$ cat config.mk
export PLATFORM = sky130hd
export DESIGN_NAME = base64url_decoder_top
export DESIGN_NICKNAME = d
export VERILOG_FILES = /design/src/hdl/b64d_pkg.sv /design/src/hdl/b64d_front.sv /design/src/hdl/b64d_fifo.sv /design/src/hdl/b64d_back.sv /design/src/hdl/base64url_decoder_top.sv
export SDC_FILE = /design/constraint.sdc
export NUM_CORES = 1
export LEC_CHECK = 0
export BUFFER_PORTS_ARGS = -buffer_cell sky130_fd_sc_hd__buf_2
export CAP_MARGIN = 20
export CELL_PAD_IN_SITES_DETAIL_PLACEMENT = 0
export CELL_PAD_IN_SITES_GLOBAL_PLACEMENT = 1
export CORE_MARGIN = 2
export CORE_UTILIZATION = 47
export DETAILED_ROUTE_END_ITERATION = 10
export GPL_ROUTABILITY_DRIVEN = 0
export MAX_ROUTING_LAYER = met4
export PLACE_DENSITY = 0.85
export SKIP_LAST_GASP = 1
export SYNTH_ARGS = -nofsm -noshare
export SYNTH_HDL_FRONTEND = slang
export SYNTH_SLANG_ARGS = --single-unit
export TNS_END_PERCENT = 30
$ cat constraint.sdc
create_clock -name clk_i -period 2.4 [get_ports clk_i]
set_input_delay 0.24 -clock clk_i [delete_from_list [all_inputs] [get_ports clk_i]]
set_output_delay 0.24 -clock clk_i [all_outputs]
set_load 0.005 [all_outputs]
$ cat src/hdl/b64d_pkg.sv
// Shared types and constants for the base64url decoder.
`default_nettype none
package b64d_pkg;

  // Special characters of the URL-safe alphabet
  localparam logic [7:0] CharPad   = 8'h3d;  // '='
  localparam logic [7:0] CharDash  = 8'h2d;  // '-'
  localparam logic [7:0] CharUnder = 8'h5f;  // '_'

  localparam logic [1:0] TailSat = 2'd3;

  // Input beat
  typedef struct packed {
    logic [7:0] char_code;
    logic       end_of_string;
  } in_t;

  // Result beat
  typedef struct packed {
    logic [7:0] data_byte;
    logic       is_status;
    logic       decode_error;
    logic       last;
  } out_t;

  // Work passed from front to back: up to three bytes, then maybe a status beat
  typedef struct packed {
    logic [23:0] bytes;   // left aligned, first byte in [23:16]
    logic [1:0]  nbytes;
    logic        status;
    logic        err;
  } job_t;

endpackage
`default_nettype wire

$ cat src/hdl/b64d_front.sv
// Front end: classifies characters, tracks group and tail state, builds jobs.
`default_nettype none
module b64d_front (
  input  wire logic          clk_i,
  input  wire logic          rst_ni,
  input  wire logic          accept_i,
  input  wire b64d_pkg::in_t in_data_i,
  output b64d_pkg::job_t     job_o,
  output logic               job_push_o
);
  import b64d_pkg::*;

  logic [17:0] buf_q, buf_d;
  logic [1:0]  gc_q, gc_d;
  logic [1:0]  tl_q, tl_d;
  logic        bad_q, bad_d;

  logic       is_alpha;
  logic [5:0] sext;
  logic [7:0] c;
  logic [23:0] word;
  logic        err;

  assign c = in_data_i.char_code;

  // Character to sextet
  always_comb begin
    is_alpha = 1'b1;
    sext     = '0;
    if (c >= 8'h41 && c <= 8'h5a) begin
      sext = 6'(c - 8'h41);
    end else if (c >= 8'h61 && c <= 8'h7a) begin
      sext = 6'(c - 8'h61 + 8'd26);
    end else if (c >= 8'h30 && c <= 8'h39) begin
      sext = 6'(c - 8'h30 + 8'd52);
    end else if (c == CharDash) begin
      sext = 6'd62;
    end else if (c == CharUnder) begin
      sext = 6'd63;
    end else begin
      is_alpha = 1'b0;
    end
  end

  assign word = {buf_q, sext};

  // State update and job build
  always_comb begin
    buf_d      = buf_q;
    gc_d       = gc_q;
    tl_d       = tl_q;
    bad_d      = bad_q;
    job_o      = '0;
    err        = 1'b0;
    if (accept_i) begin
      if (tl_q == 2'd0 && is_alpha) begin
        if (gc_q == 2'd3) begin
          job_o.bytes  = word;
          job_o.nbytes = 2'd3;
          buf_d        = '0;
          gc_d         = 2'd0;
        end else begin
          buf_d = word[17:0];
          gc_d  = gc_q + 2'd1;
        end
      end else begin
        if (tl_q != TailSat) tl_d = tl_q + 2'd1;
        if (c != CharPad) bad_d = 1'b1;
      end
      if (in_data_i.end_of_string) begin
        err = bad_d | (tl_d == TailSat);
        // trailing partial group
        if (!err) begin
          case (gc_d)
            2'd2: begin
              job_o.bytes  = {buf_d[11:4], 16'h0000};
              job_o.nbytes = 2'd1;
            end
            2'd3: begin
              job_o.bytes  = {buf_d[17:10], buf_d[9:2], 8'h00};
              job_o.nbytes = 2'd2;
            end
            default: ;
          endcase
        end
        job_o.status = 1'b1;
        job_o.err    = err;
        buf_d = '0;
        gc_d  = '0;
        tl_d  = '0;
        bad_d = 1'b0;
      end
    end
  end

  assign job_push_o = accept_i && (job_o.nbytes != 2'd0 || job_o.status);

  always_ff @(posedge clk_i or negedge rst_ni) begin
    if (!rst_ni) begin
      buf_q <= '0;
      gc_q  <= '0;
      tl_q  <= '0;
      bad_q <= 1'b0;
    end else begin
      buf_q <= buf_d;
      gc_q  <= gc_d;
      tl_q  <= tl_d;
      bad_q <= bad_d;
    end
  end

endmodule
`default_nettype wire

$ cat src/hdl/b64d_fifo.sv
// Small register queue of jobs between front and back.
`default_nettype none
module b64d_fifo #(
  parameter int unsigned Depth = 4
) (
  input  wire logic           clk_i,
  input  wire logic           rst_ni,
  input  wire logic           wr_i,
  input  wire b64d_pkg::job_t wr_data_i,
  output logic                full_o,
  input  wire logic           rd_i,
  output b64d_pkg::job_t      rd_data_o,
  output logic                empty_o
);
  import b64d_pkg::*;

  localparam int unsigned PtrW = (Depth > 1) ? $clog2(Depth) : 1;
  localparam int unsigned CntW = $clog2(Depth + 1);
  localparam logic [PtrW-1:0] PtrMax = PtrW'(Depth - 1);
  localparam logic [CntW-1:0] CntFull = CntW'(Depth);

  job_t            mem_q [Depth];
  logic [PtrW-1:0] wp_q, rp_q;
  logic [CntW-1:0] cnt_q;
  logic            do_wr, do_rd;

  assign full_o    = (cnt_q == CntFull);
  assign empty_o   = (cnt_q == '0);
  assign do_wr     = wr_i && !full_o;
  assign do_rd     = rd_i && !empty_o;
  assign rd_data_o = mem_q[rp_q];

  // Storage
  always_ff @(posedge clk_i) begin
    if (do_wr) mem_q[wp_q] <= wr_data_i;
  end

  // Pointers and fill count
  always_ff @(posedge clk_i or negedge rst_ni) begin
    if (!rst_ni) begin
      wp_q  <= '0;
      rp_q  <= '0;
      cnt_q <= '0;
    end else begin
      if (do_wr) wp_q <= (wp_q == PtrMax) ? '0 : wp_q + PtrW'(1);
      if (do_rd) rp_q <= (rp_q == PtrMax) ? '0 : rp_q + PtrW'(1);
      if (do_wr && !do_rd) cnt_q <= cnt_q + CntW'(1);
      else if (do_rd && !do_wr) cnt_q <= cnt_q - CntW'(1);
    end
  end

endmodule
`default_nettype wire

$ cat src/hdl/b64d_back.sv
// Back end: walks each job out as result beats through an output register.
`default_nettype none
module b64d_back (
  input  wire logic           clk_i,
  input  wire logic           rst_ni,
  input  wire b64d_pkg::job_t job_i,
  input  wire logic           job_avail_i,
  output logic                job_pop_o,
  output b64d_pkg::out_t      out_data_o,
  output logic                out_valid_o,
  input  wire logic           out_take_i
);
  import b64d_pkg::*;

  job_t cur_q, cur_d;
  logic cur_valid_q, cur_valid_d;
  out_t out_q, out_d;
  logic out_valid_q, out_valid_d;

  out_t beat;
  logic advance, beat_last, cur_free;

  // Current beat of the job
  always_comb begin
    beat = '0;
    if (cur_q.nbytes != 2'd0) begin
      beat.data_byte = cur_q.bytes[23:16];
    end else begin
      beat.is_status    = 1'b1;
      beat.decode_error = cur_q.err;
      beat.last         = 1'b1;
    end
  end

  assign advance   = cur_valid_q && (!out_valid_q || out_take_i);
  assign beat_last = (cur_q.nbytes == 2'd0) ||
                     (cur_q.nbytes == 2'd1 && !cur_q.status);
  assign cur_free  = !cur_valid_q || (advance && beat_last);
  assign job_pop_o = cur_free && job_avail_i;

  // Job register and output register
  always_comb begin
    cur_d       = cur_q;
    cur_valid_d = cur_valid_q;
    out_d       = out_q;
    out_valid_d = out_valid_q && !out_take_i;
    if (advance) begin
      out_d        = beat;
      out_valid_d  = 1'b1;
      cur_d.bytes  = {cur_q.bytes[15:0], 8'h00};
      cur_d.nbytes = (cur_q.nbytes != 2'd0) ? cur_q.nbytes - 2'd1 : 2'd0;
    end
    if (cur_free) begin
      cur_valid_d = job_avail_i;
      cur_d       = job_i;
    end
  end

  always_ff @(posedge clk_i or negedge rst_ni) begin
    if (!rst_ni) begin
      cur_valid_q <= 1'b0;
      out_valid_q <= 1'b0;
    end else begin
      cur_valid_q <= cur_valid_d;
      out_valid_q <= out_valid_d;
    end
  end

  always_ff @(posedge clk_i) begin
    cur_q <= cur_d;
    out_q <= out_d;
  end

  assign out_data_o  = out_q;
  assign out_valid_o = out_valid_q;

endmodule
`default_nettype wire

$ cat src/hdl/base64url_decoder_top.sv
// Top level of the streaming base64url decoder.
// Path: each job passes through the job queue, then the job register, then the output register.
// Throughput: one character per cycle and one result beat per cycle; a full group
// of four characters yields three byte beats, so input keeps pace unless the job queue
// (QueueDepth entries) fills while the result side stalls.
// Reset: rst_ni clears group, tail, queue and output state; the first string starts clean.
`default_nettype none
module base64url_decoder_top #(
  parameter int unsigned QueueDepth = 4
) (
  input  wire logic           clk_i,
  input  wire logic           rst_ni,
  input  wire logic           push,
  output logic                full,
  input  wire b64d_pkg::in_t  in_data_i,
  output logic                empty,
  input  wire logic           pop,
  output b64d_pkg::out_t      out_data_o
);
  import b64d_pkg::*;

  job_t job_in, job_out;
  logic job_push, job_pop, q_empty, q_full, accept, out_valid;

  assign full   = q_full;
  assign accept = push && !q_full;
  assign empty  = !out_valid;

  b64d_front u_front (
    .clk_i      (clk_i),
    .rst_ni     (rst_ni),
    .accept_i   (accept),
    .in_data_i  (in_data_i),
    .job_o      (job_in),
    .job_push_o (job_push)
  );

  b64d_fifo #(
    .Depth (QueueDepth)
  ) u_fifo (
    .clk_i     (clk_i),
    .rst_ni    (rst_ni),
    .wr_i      (job_push),
    .wr_data_i (job_in),
    .full_o    (q_full),
    .rd_i      (job_pop),
    .rd_data_o (job_out),
    .empty_o   (q_empty)
  );

  b64d_back u_back (
    .clk_i       (clk_i),
    .rst_ni      (rst_ni),
    .job_i       (job_out),
    .job_avail_i (!q_empty),
    .job_pop_o   (job_pop),
    .out_data_o  (out_data_o),
    .out_valid_o (out_valid),
    .out_take_i  (pop)
  );

endmodule
`default_nettype wire

==> results of run 1 <==
[critical path, stage by stage]
cell       delay (ps)
buf_2             120
inv_1              60
ha_2              200
nand2b_1          180
a21oi_1           190
buf_4             150
o21ai_4            60
buf_4             160
o21ai_2           200
buf_4             210
nand2_1            80
a311oi_1          280
a2bb2oi_1         270
buf_4             170
[Yosys cell counts (6+ instances only)]
library cell	count
a21boi_1	6
mux4_2	28
a22oi_1	10
edfxtp_1	150
o21ai_1	16
inv_1	18
nand2_1	50
a22o_1	8
o21ai_0	9
buf_2	6
dfrtp_1	32
nor2b_1	15
nor2_1	30
a2bb2oi_1	8
and2_1	18
a21oi_1	16
a311oi_1	7
clkbuf_1	16
nand2b_1	6
ha_1	16
mux2_2	19
[path summary, 6_finish.rpt]
path                                            end       startpoint  cells after the start  slack [ps]
worst max-delay path            u_fifo.mem_q[3][20]     in_data_i[1]                     14          90
worst min-delay path                u_front.gc_q[1]     in_data_i[0]                      2         140
worst max register to register  u_fifo.mem_q[0][13]  u_fifo.cnt_q[1]                      6         150
worst min register to register      u_fifo.cnt_q[2]  u_fifo.cnt_q[2]                      1         490
max in group asynchronous            u_fifo.rp_q[0]           rst_ni                      2        1310
min in group asynchronous          u_front.buf_q[8]           rst_ni                      2         470
[through the flow]
step / instance area (um2) / setup slack [ps]
2_1_floorplan: 8400 / -280
3_3_place_gp: 9300 / -221
3_5_place_dp: 9300 / -354
4_1_cts: 9880 / 85.1
5_1_grt: 9910 / -81.5
6_report: 9910 / 92.0
[per-layer routing]
layer  wire, um  part of all wire (%)
met2       8590                    50
met5          0                     0
met4        335                   2.0
met3        830                   4.9
met1       7320                    43
[cells by family after synthesis]
family | Yosys count | synth area share, %
mux | 49 | 10.4
xor+xnor | 4 | 0.421
flops | 182 | 63.7
simple gates | 151 | 9.61
compound gates | 122 | 10.7
fa+ha+maj | 17 | 2.64
buf+inv | 48 | 2.57
[registers in the layout, indices dropped and copies added, names as in the netlist]
signal,count
u_fifo.mem_q,112
u_back.cur_q,28
u_front.buf_q,18
u_back.out_data_o,10
u_fifo.cnt_q,3
u_fifo.rp_q,2
u_fifo.wp_q,2
u_front.gc_q,2
u_front.tl_q,2
u_back.cur_valid_q,1
u_back.out_valid_o,1
u_front.bad_q,1
[where the power goes]
part	switching [mW]	internal, mW	total (mW)
logic	1.43	1.44	2.87
clock network	1.08	1.62	2.70
registers	0.389	4.21	4.60
total	2.90	7.27	10.2
[area by class of cell]
class                           instances  area share (%)
Multi-Input combinational cell        343            29.2
Clock inverter                         11            1.35
Timing Repair Buffer                  103            7.95
Inverter                               18           0.707
Sequential cell                       182            53.5
Tap cell                              225            2.84
Clock buffer                           20            4.41
[cell usage in the layout, fill, tap and decap left out, types with 5 or more instances in the layout]
master	netlist	final
inv_1	18	16
a2bb2oi_1	8	6
a21boi_1	6	6
buf_4	5	71
o21ai_0	9	9
a21oi_1	16	15
a22oi_1	10	10
o22ai_1	5	5
mux2_2	19	19
a311oi_1	7	6
nand2b_1	6	6
clkbuf_16	0	17
buf_2	6	25
and2_1	18	14
ha_1	16	12
nand2_1	50	50
nor2_1	30	29
o21ai_1	16	16
mux4_2	28	28
edfxtp_1	150	150
dfrtp_1	32	31
buf_12	0	6
nor2b_1	15	15
a22o_1	8	8
[timing repair]
item,in CTS,in global routing
setup buffers,0,0
setup endpoints to repair,0,32
resized for setup,0,6
hold buffers,1,0
endpoints found under the hold margin,32,0
==> impl_metrics.tcl, run 1 <==
set metrics [dict create \
    status "finished, final reports clean" \
    maxCapViolCount 0 \
    synth_top_cell_area_share_pct 54.1 \
    fin_tns_setup_ps 0 \
    vdd_ir_drop_max_uv 644 \
    synth-seq-area-share_pct 63.7 \
    synthesis.nets 603 \
    ant_nets 0 \
    wire_per_inst_um 18.9 \
    grt_util_met1_pct 25.0 \
    syn-cell-area_um2 8330 \
    ios 26 \
    cts.clk_slew.worst_paths_ps 60 \
    area_delta_synth_final_pct 19.0 \
    busiest_layer "met2" \
    gr-total-overflow 0 \
    syn_inst 573 \
    worstMarginPinSlew_ps 870 \
    cp.required_ps 2690 \
    yosys_warnings 0 \
    drc 0 \
    async_reset_ff_share_pct 17.6 \
    layout_min_cycle_time_ps 2310 \
    rsz0062_at_grt "yes" \
    p_per_area_nw_per_um2 1030 \
    antenna_cells 0 \
    finalPower_mw 10.2 \
    final-seq-area_um2 5310 \
    viasPerCell 5.76 \
    ys_ff_latch 182 \
    fill_cells 1313 \
    yosys-top-cells-area "edfxtp_1 (54%), dfrtp_1 (9.6%), mux4_2 (7.6%), mux2_2 (2.6%), ha_1 (2.4%)" \
    die_h_um 137 \
    worstPathMaxFanout 10 \
    firstDrtPassIters 5 \
    drive_gt1_share_pct 30.7 \
    synth_edf_count 150 \
    arrival_ps 2600 \
    clkSinkCount 182 \
    syn_avg_cell_area_um2 14.5 \
    grt_pass1_vias 5211 \
    start_kind "input pin" \
    worstHoldPathType "in -> reg" \
    cts_root_buf "clkbuf_16" \
    vias 5192 \
    clock_path_buffers 2 \
    fmax_mhz 433 \
    worstSetupPathType "in -> reg" \
    start_util_pct 48.2 \
    multi_input_area_um2 2890 \
    clk_latency_ps 420 \
    hold_violations 0 \
    synth_cell_types 61 \
    yosys.area.top_type "edfxtp_1" \
    grtUsageMet3_pct 4.11 \
    hold_ws_ps 140 \
    yosys_most_used_dff "edfxtp_1" \
    drtIter0Drc 527 \
    grt_pass1_wl_mm 27.3 \
    die-area_um2 18800 \
    slew_headroom_pct 42.0 \
    core_area_um2 17300 \
    fin_skew_ps 7.29 \
    slew_viol_final 0 \
    routed_wirelength_mm 17.1 \
    nets 695 \
    fp.dieW_um 137 \
    setup_violations 0 \
    rows 48 \
    p_leak_nw 3.68 \
    antenna_found_initial 0 \
    cts-buffers-inserted 17 \
    post-route-util_pct 57.3 \
    cts_tree "yes" \
    grt_max_degree 33 \
    final_cells 902 \
    post-route-period-util_pct 96.2 \
    htree_levels 4 \
    grt_use_total_pct 20.0 \
    grtUsageMet2_pct 32.6 \
    dp.cells 870 \
    crit_path_end_kind "flip-flop" \
    dp_hpwl_mm 11.2 \
    io_buffers 25 \
]
Note: power is estimated with default switching activity, not from simulation.
==> run 2, diff against run 1 <==
MAX_ROUTING_LAYER = unset   (was met4)
==> run 2 against run 1 <==
Effect of this change: register-to-register slack about the same; critical path depth unchanged; sequential power about the same; critical path type unchanged; critical endpoint unchanged; highest routed layer unchanged.
==> impl_metrics.tcl, run 2 (synthesized netlist as in run 1, its figures left out) <==
set metrics [dict create \
    maxCapViolCount 0 \
    p_leak_nw 3.68 \
    firstDrtPassIters 5 \
    crit_top_cell "buf_4" \
    fmax_mhz 426 \
    worstSetupPathType "in -> reg" \
    worstPathMaxFanout 10 \
    antenna_cells 0 \
    final_cells 902 \
    post-route-period-util_pct 97.7 \
    io_buffers 25 \
    fin_area_um2 9910 \
    grt_use_total_pct 19.3 \
    holdPathStages 2 \
    die-area_um2 18800 \
    status "finished, final reports clean" \
    crit_path_end_kind "flip-flop" \
    largest_register "u_fifo.mem_q" \
    layout_min_cycle_time_ps 2350 \
    start_kind "input pin" \
    arrival_ps 2630 \
    wire_per_inst_um 18.9 \
    hold_ws_ps 144 \
    largest_register_ffs 112 \
    core_area_um2 17300 \
    cts_root_buf "clkbuf_16" \
    die_h_um 137 \
    viasPerCell 5.77 \
    slew_headroom_pct 42.0 \
    htree_levels 4 \
    worstMarginPinSlew_ps 870 \
    cpMaxStageDelayCell "a311oi_1" \
    nets 695 \
    fin_skew_ps 7.78 \
    cts.clk_slew.worst_paths_ps 60 \
    fp.dieW_um 137 \
    clk_latency_ps 420 \
    clkSinkCount 182 \
    post-route-util_pct 57.3 \
    cp.required_ps 2680 \
    crit_path_max_incr_delay_ps 310 \
    final_cell_mix "edfxtp_1 (150), buf_4 (71), nand2_1 (50)" \
    dp.cells 870 \
    cp_num_buf_inv 6 \
    dp_hpwl_mm 11.2 \
    reg2reg_depth 6 \
    vias 5207 \
    fin_tns_setup_ps 0 \
    gr-total-overflow 0 \
    clock_path_buffers 2 \
    setup_violations 0 \
    cp_top_family "compound AO/OA/AOI/OAI gates" \
    drc 0 \
    top_regs "u_fifo.mem_q x112, u_back.cur_q x28, u_front.buf_q x18" \
    start_util_pct 48.2 \
    crit_cells 14 \
    drive_gt1_share_pct 30.7 \
    worstHoldPathType "in -> reg" \
    grt_pass1_wl_mm 27.3 \
    vdd_ir_drop_max_uv 649 \
    hold_violations 0 \
    crit_chain "buf_2, inv_1, ha_2, nand2b_1, a21oi_1, buf_4, o21ai_4, buf_4, o21ai_2, buf_4, nand2_1, a311oi_1, a2bb2oi_1, buf_4" \
    routed_wirelength_mm 17.1 \
    ant_nets 0 \
    placed_cell_area_um2 9300 \
    multi_input_area_um2 2890 \
    cts_tree "yes" \
    slew_viol_final 0 \
    rsz0062_at_grt "yes" \
    area_delta_synth_final_pct 19.0 \
    cts-buffers-inserted 17 \
    grt_pass1_vias 5220 \
    reg2reg_slack_ps 150 \
    final-seq-area_um2 5310 \
    p_per_area_nw_per_um2 1030 \
    final_common_cell "edfxtp_1" \
    fill_cells 1313 \
    antenna_found_initial 0 \
    grt_max_degree 33 \
    rows 48 \
    ios 26 \
    drtIter0Drc 477 \
]
[run 2: cell counts in the layout (fill, tap and decap cells not counted)]
Identical to the previous run, type by type.
[run 2: per-stage QoR]
stage	total power, mW	setup slack [ps]
6_report	10.2	54.8
5_1_grt	10.7	-83.4
4_1_cts	10.2	85.1
3_5_place_dp	7.51	-354
3_3_place_gp	7.38	-221
2_1_floorplan	6.57	-280
[run 2: worst register-to-register path: cells and delay by family, from the launching register on]
family          cells  cell delay, ps
simple gates        3             770
flops               1             430
buf+inv             2             490
compound gates      1             290
[run 2: what timing repair did]
item	4_1_cts	5_1_grt
resized for setup	0	6
setup endpoints to repair	0	32
hold buffers	1	0
hold endpoints to repair	32	0
buffers inserted	0	0
[run 2: final timing paths]
| path | from | endpoint |
|---|---|---|
| max | in_data_i[1] | u_fifo.mem_q[3][20] |
| min | in_data_i[0] | u_front.gc_q[1] |
| max reg2reg | u_fifo.cnt_q[1] | u_fifo.mem_q[2][16] |
| min reg2reg | u_fifo.cnt_q[2] | u_fifo.cnt_q[2] |
| max in group asynchronous | rst_ni | u_fifo.rp_q[0] |
| min in group asynchronous | rst_ni | u_front.buf_q[12] |
[run 2: final cells by class]
type                       instances  area share (%)
sequential                       182            53.5
tap                              225            2.84
clock inverter                    11            1.35
timing repair buffer             103            7.95
multi-input combinational        343            29.2
inverter                          18           0.707
clock buffer                      20            4.41
[run 2: where the power goes]
part | switching, mW | leakage (nW) | total, mW | internal, mW
Clock | 1.08 | 0.280 | 2.70 | 1.62
Sequential | 0.391 | 1.84 | 4.60 | 4.21
Combinational | 1.44 | 1.57 | 2.88 | 1.44
Total | 2.91 | 3.68 | 10.2 | 7.27
[run 2: per-layer routing]
| metal | vias up | global-route usage, % | share of wire, % |
|---|---|---|---|
| li1 | 2386 | - | - |
| met1 | 2646 | 25.1 | 44 |
| met2 | 150 | 32.7 | 50 |
| met3 | 25 | 3.63 | 4.1 |
| met4 | 0 | 6.82 | 1.9 |
| met5 | - | 0 | 0 |
==> run 3, diff against run 2 <==
--- a/config.mk
+++ b/config.mk
@@ -14,4 +14,4 @@
 export DETAILED_ROUTE_END_ITERATION = 10
-export GPL_ROUTABILITY_DRIVEN = 0
 export PLACE_DENSITY = 0.85
+export REMOVE_ABC_BUFFERS = 1
 export SKIP_LAST_GASP = 1
--- a/constraint.sdc
+++ b/constraint.sdc
@@ -3,2 +3,2 @@
 set_output_delay 0.24 -clock clk_i [all_outputs]
-set_load 0.005 [all_outputs]
+set_load 0.1 [all_outputs]
==> run 3 against run 2 <==
Effect of this change: sequential power is essentially flat; global-route usage grew 0.79 points; sequential share of layout area shrank 0.30 points; maximum frequency grew 1.4%; combinational power grew 20%; routed wire length grew 4.1%; via count grew 0.79%; die area is the same; register-to-register slack gained 40 ps; design area grew 0.56%; critical endpoint unchanged.
==> impl_metrics.tcl, run 3 (synthesized netlist as in run 1, its figures left out) <==
set metrics [dict create \
    holdPathStages 3 \
    arrival_ps 2620 \
    hold_violations 0 \
    start_util_pct 48.2 \
    crit_chain "buf_2, inv_1, ha_1, nand2b_1, a21oi_1, buf_4, o21ai_4, buf_4, o21ai_2, buf_4, nand2_1, a311oi_1, a2bb2oi_1, buf_4" \
    final_common_cell "edfxtp_1" \
    maxCapViolCount 0 \
    core_area_um2 17300 \
    firstDrtPassIters 7 \
    viasPerCell 5.77 \
    vias 5248 \
    fin_skew_ps 11.0 \
    setup_violations 0 \
    crit_path_max_incr_delay_ps 300 \
    io_buffers 25 \
    cts_setup_buffers 0 \
    post-place-ws_ps -419 \
    layout_min_cycle_time_ps 2310 \
    crit_path_end_kind "flip-flop" \
    slew_viol_final 0 \
    vdd_ir_drop_max_uv 709 \
    worstSetupPathType "in -> reg" \
    wire_per_inst_um 19.6 \
    crit_top_cell "buf_4" \
    grt_pass1_vias 5278 \
    post-route-period-util_pct 96.4 \
    cts_root_buf "clkbuf_16" \
    fill_cells 1339 \
    r2r-start "u_fifo.cnt_q[1]" \
    clkSinkCount 182 \
    antenna_cells 0 \
    multi_input_area_um2 2830 \
    dp_hpwl_mm 11.6 \
    fp.dieW_um 137 \
    clock_path_buffers 2 \
    rr_endpoint "u_fifo.mem_q[0][17]" \
    clk_latency_ps 440 \
    fin_area_um2 9970 \
    top_regs "u_fifo.mem_q x112, u_back.cur_q x28, u_front.buf_q x18" \
    status "finished, final reports clean" \
    worstMarginPinSlew_ps 811 \
    start_kind "input pin" \
    fmax_mhz 432 \
    reg2reg_depth 5 \
    cts.clk_slew.worst_paths_ps 70 \
    grt_use_total_pct 20.1 \
    worstPathMaxFanout 8 \
    rows 48 \
    antenna_found_initial 0 \
    rsz0062_at_grt "yes" \
    grt_pass1_wl_mm 28.3 \
    final_cell_mix "edfxtp_1 (150), buf_4 (76), nand2_1 (50)" \
    final-seq-area_um2 5310 \
    reg2reg_slack_ps 190 \
    area_delta_synth_final_pct 19.6 \
    p_leak_nw 3.75 \
    die-area_um2 18800 \
    worstHoldPathType "in -> reg" \
    placed_cell_area_um2 9300 \
    cpMaxStageDelayCell "a311oi_1" \
    drive_gt1_share_pct 30.0 \
    nets 701 \
    slew_headroom_pct 46.0 \
    die_h_um 137 \
    largest_register "u_fifo.mem_q" \
    cts-buffers-inserted 17 \
    drc 0 \
    ant_nets 0 \
    holdPathEnd "u_back.out_valid_o" \
    gr-total-overflow 0 \
    gp_congestion 0.922 \
    ios 26 \
    p_per_area_nw_per_um2 1110 \
    worstHoldStart "pop" \
    cts_tree "yes" \
    htree_levels 4 \
    drtIter0Drc 400 \
    routed_wirelength_mm 17.8 \
    largest_register_ffs 112 \
    setup_ws_ps 87.3 \
    cp.required_ps 2700 \
    grt_max_degree 33 \
]
-- run 3: critical path: cells and delay by family --
family          cells  cell delay, ps
compound gates      5            1020
fa+ha+maj           1             220
buf+inv             6             880
simple gates        2             240
-- run 3: timing repair --
item	4_1_cts	5_1_grt
resized for setup	0	3
hold buffers	1	0
setup endpoints to repair	0	26
endpoints found under the hold margin	32	0
-- run 3: how the worst max path moves through the flow --
stage	startpoint	endpoint	slack (ps)	depth (start not counted)
after floorplan	u_fifo.cnt_q[0]	u_fifo.cnt_q[1]	-2290	7
after global placement	in_data_i[1]	u_fifo.mem_q[0][21]	-310	12
after detailed placement	in_data_i[1]	u_fifo.mem_q[3][25]	-420	12
after CTS	in_data_i[1]	u_fifo.mem_q[3][25]	40	12
after global routing	in_data_i[2]	u_fifo.mem_q[0][14]	-30	10
final	in_data_i[1]	u_fifo.mem_q[3][20]	90	14
-- run 3: power by group --
| part | leakage, nW | switching [mW] | internal [mW] |
|---|---|---|---|
| Combinational | 1.60 | 2.01 | 1.45 |
| Sequential | 1.84 | 0.375 | 4.21 |
| Clock | 0.312 | 1.23 | 1.77 |
-- run 3: area by class of cell --
cell class                      count  share of cell area, %
Sequential cell                   182                   53.2
Clock inverter                     15                   2.15
Tap cell                          225                   2.82
Timing Repair Buffer              109                   8.49
Clock buffer                       17                   4.27
Multi-Input combinational cell    343                   28.3
Inverter                           18                  0.678
-- run 3: metrics by stage --
stage	std cells	util, %	power (mW)	setup TNS, ps	hold WS, ps
final	909	57.6	11.1	0	135
after global routing	909	57.6	11.6	-228	164
after CTS	909	57.5	11.1	0	118
after detailed placement	876	53.8	8.09	-19650	372
after global placement	876	53.8	7.94	-12830	354
after floorplan	543	-	6.98	-473430	-55.6
-- run 3: routing by layer --
metal	part of all wire, %	vias up	GRT usage, %
li1	-	2398	-
met1	42	2660	26.0
met2	51	161	33.6
met3	4.3	29	4.19
met4	2.3	0	7.56
met5	0	-	0
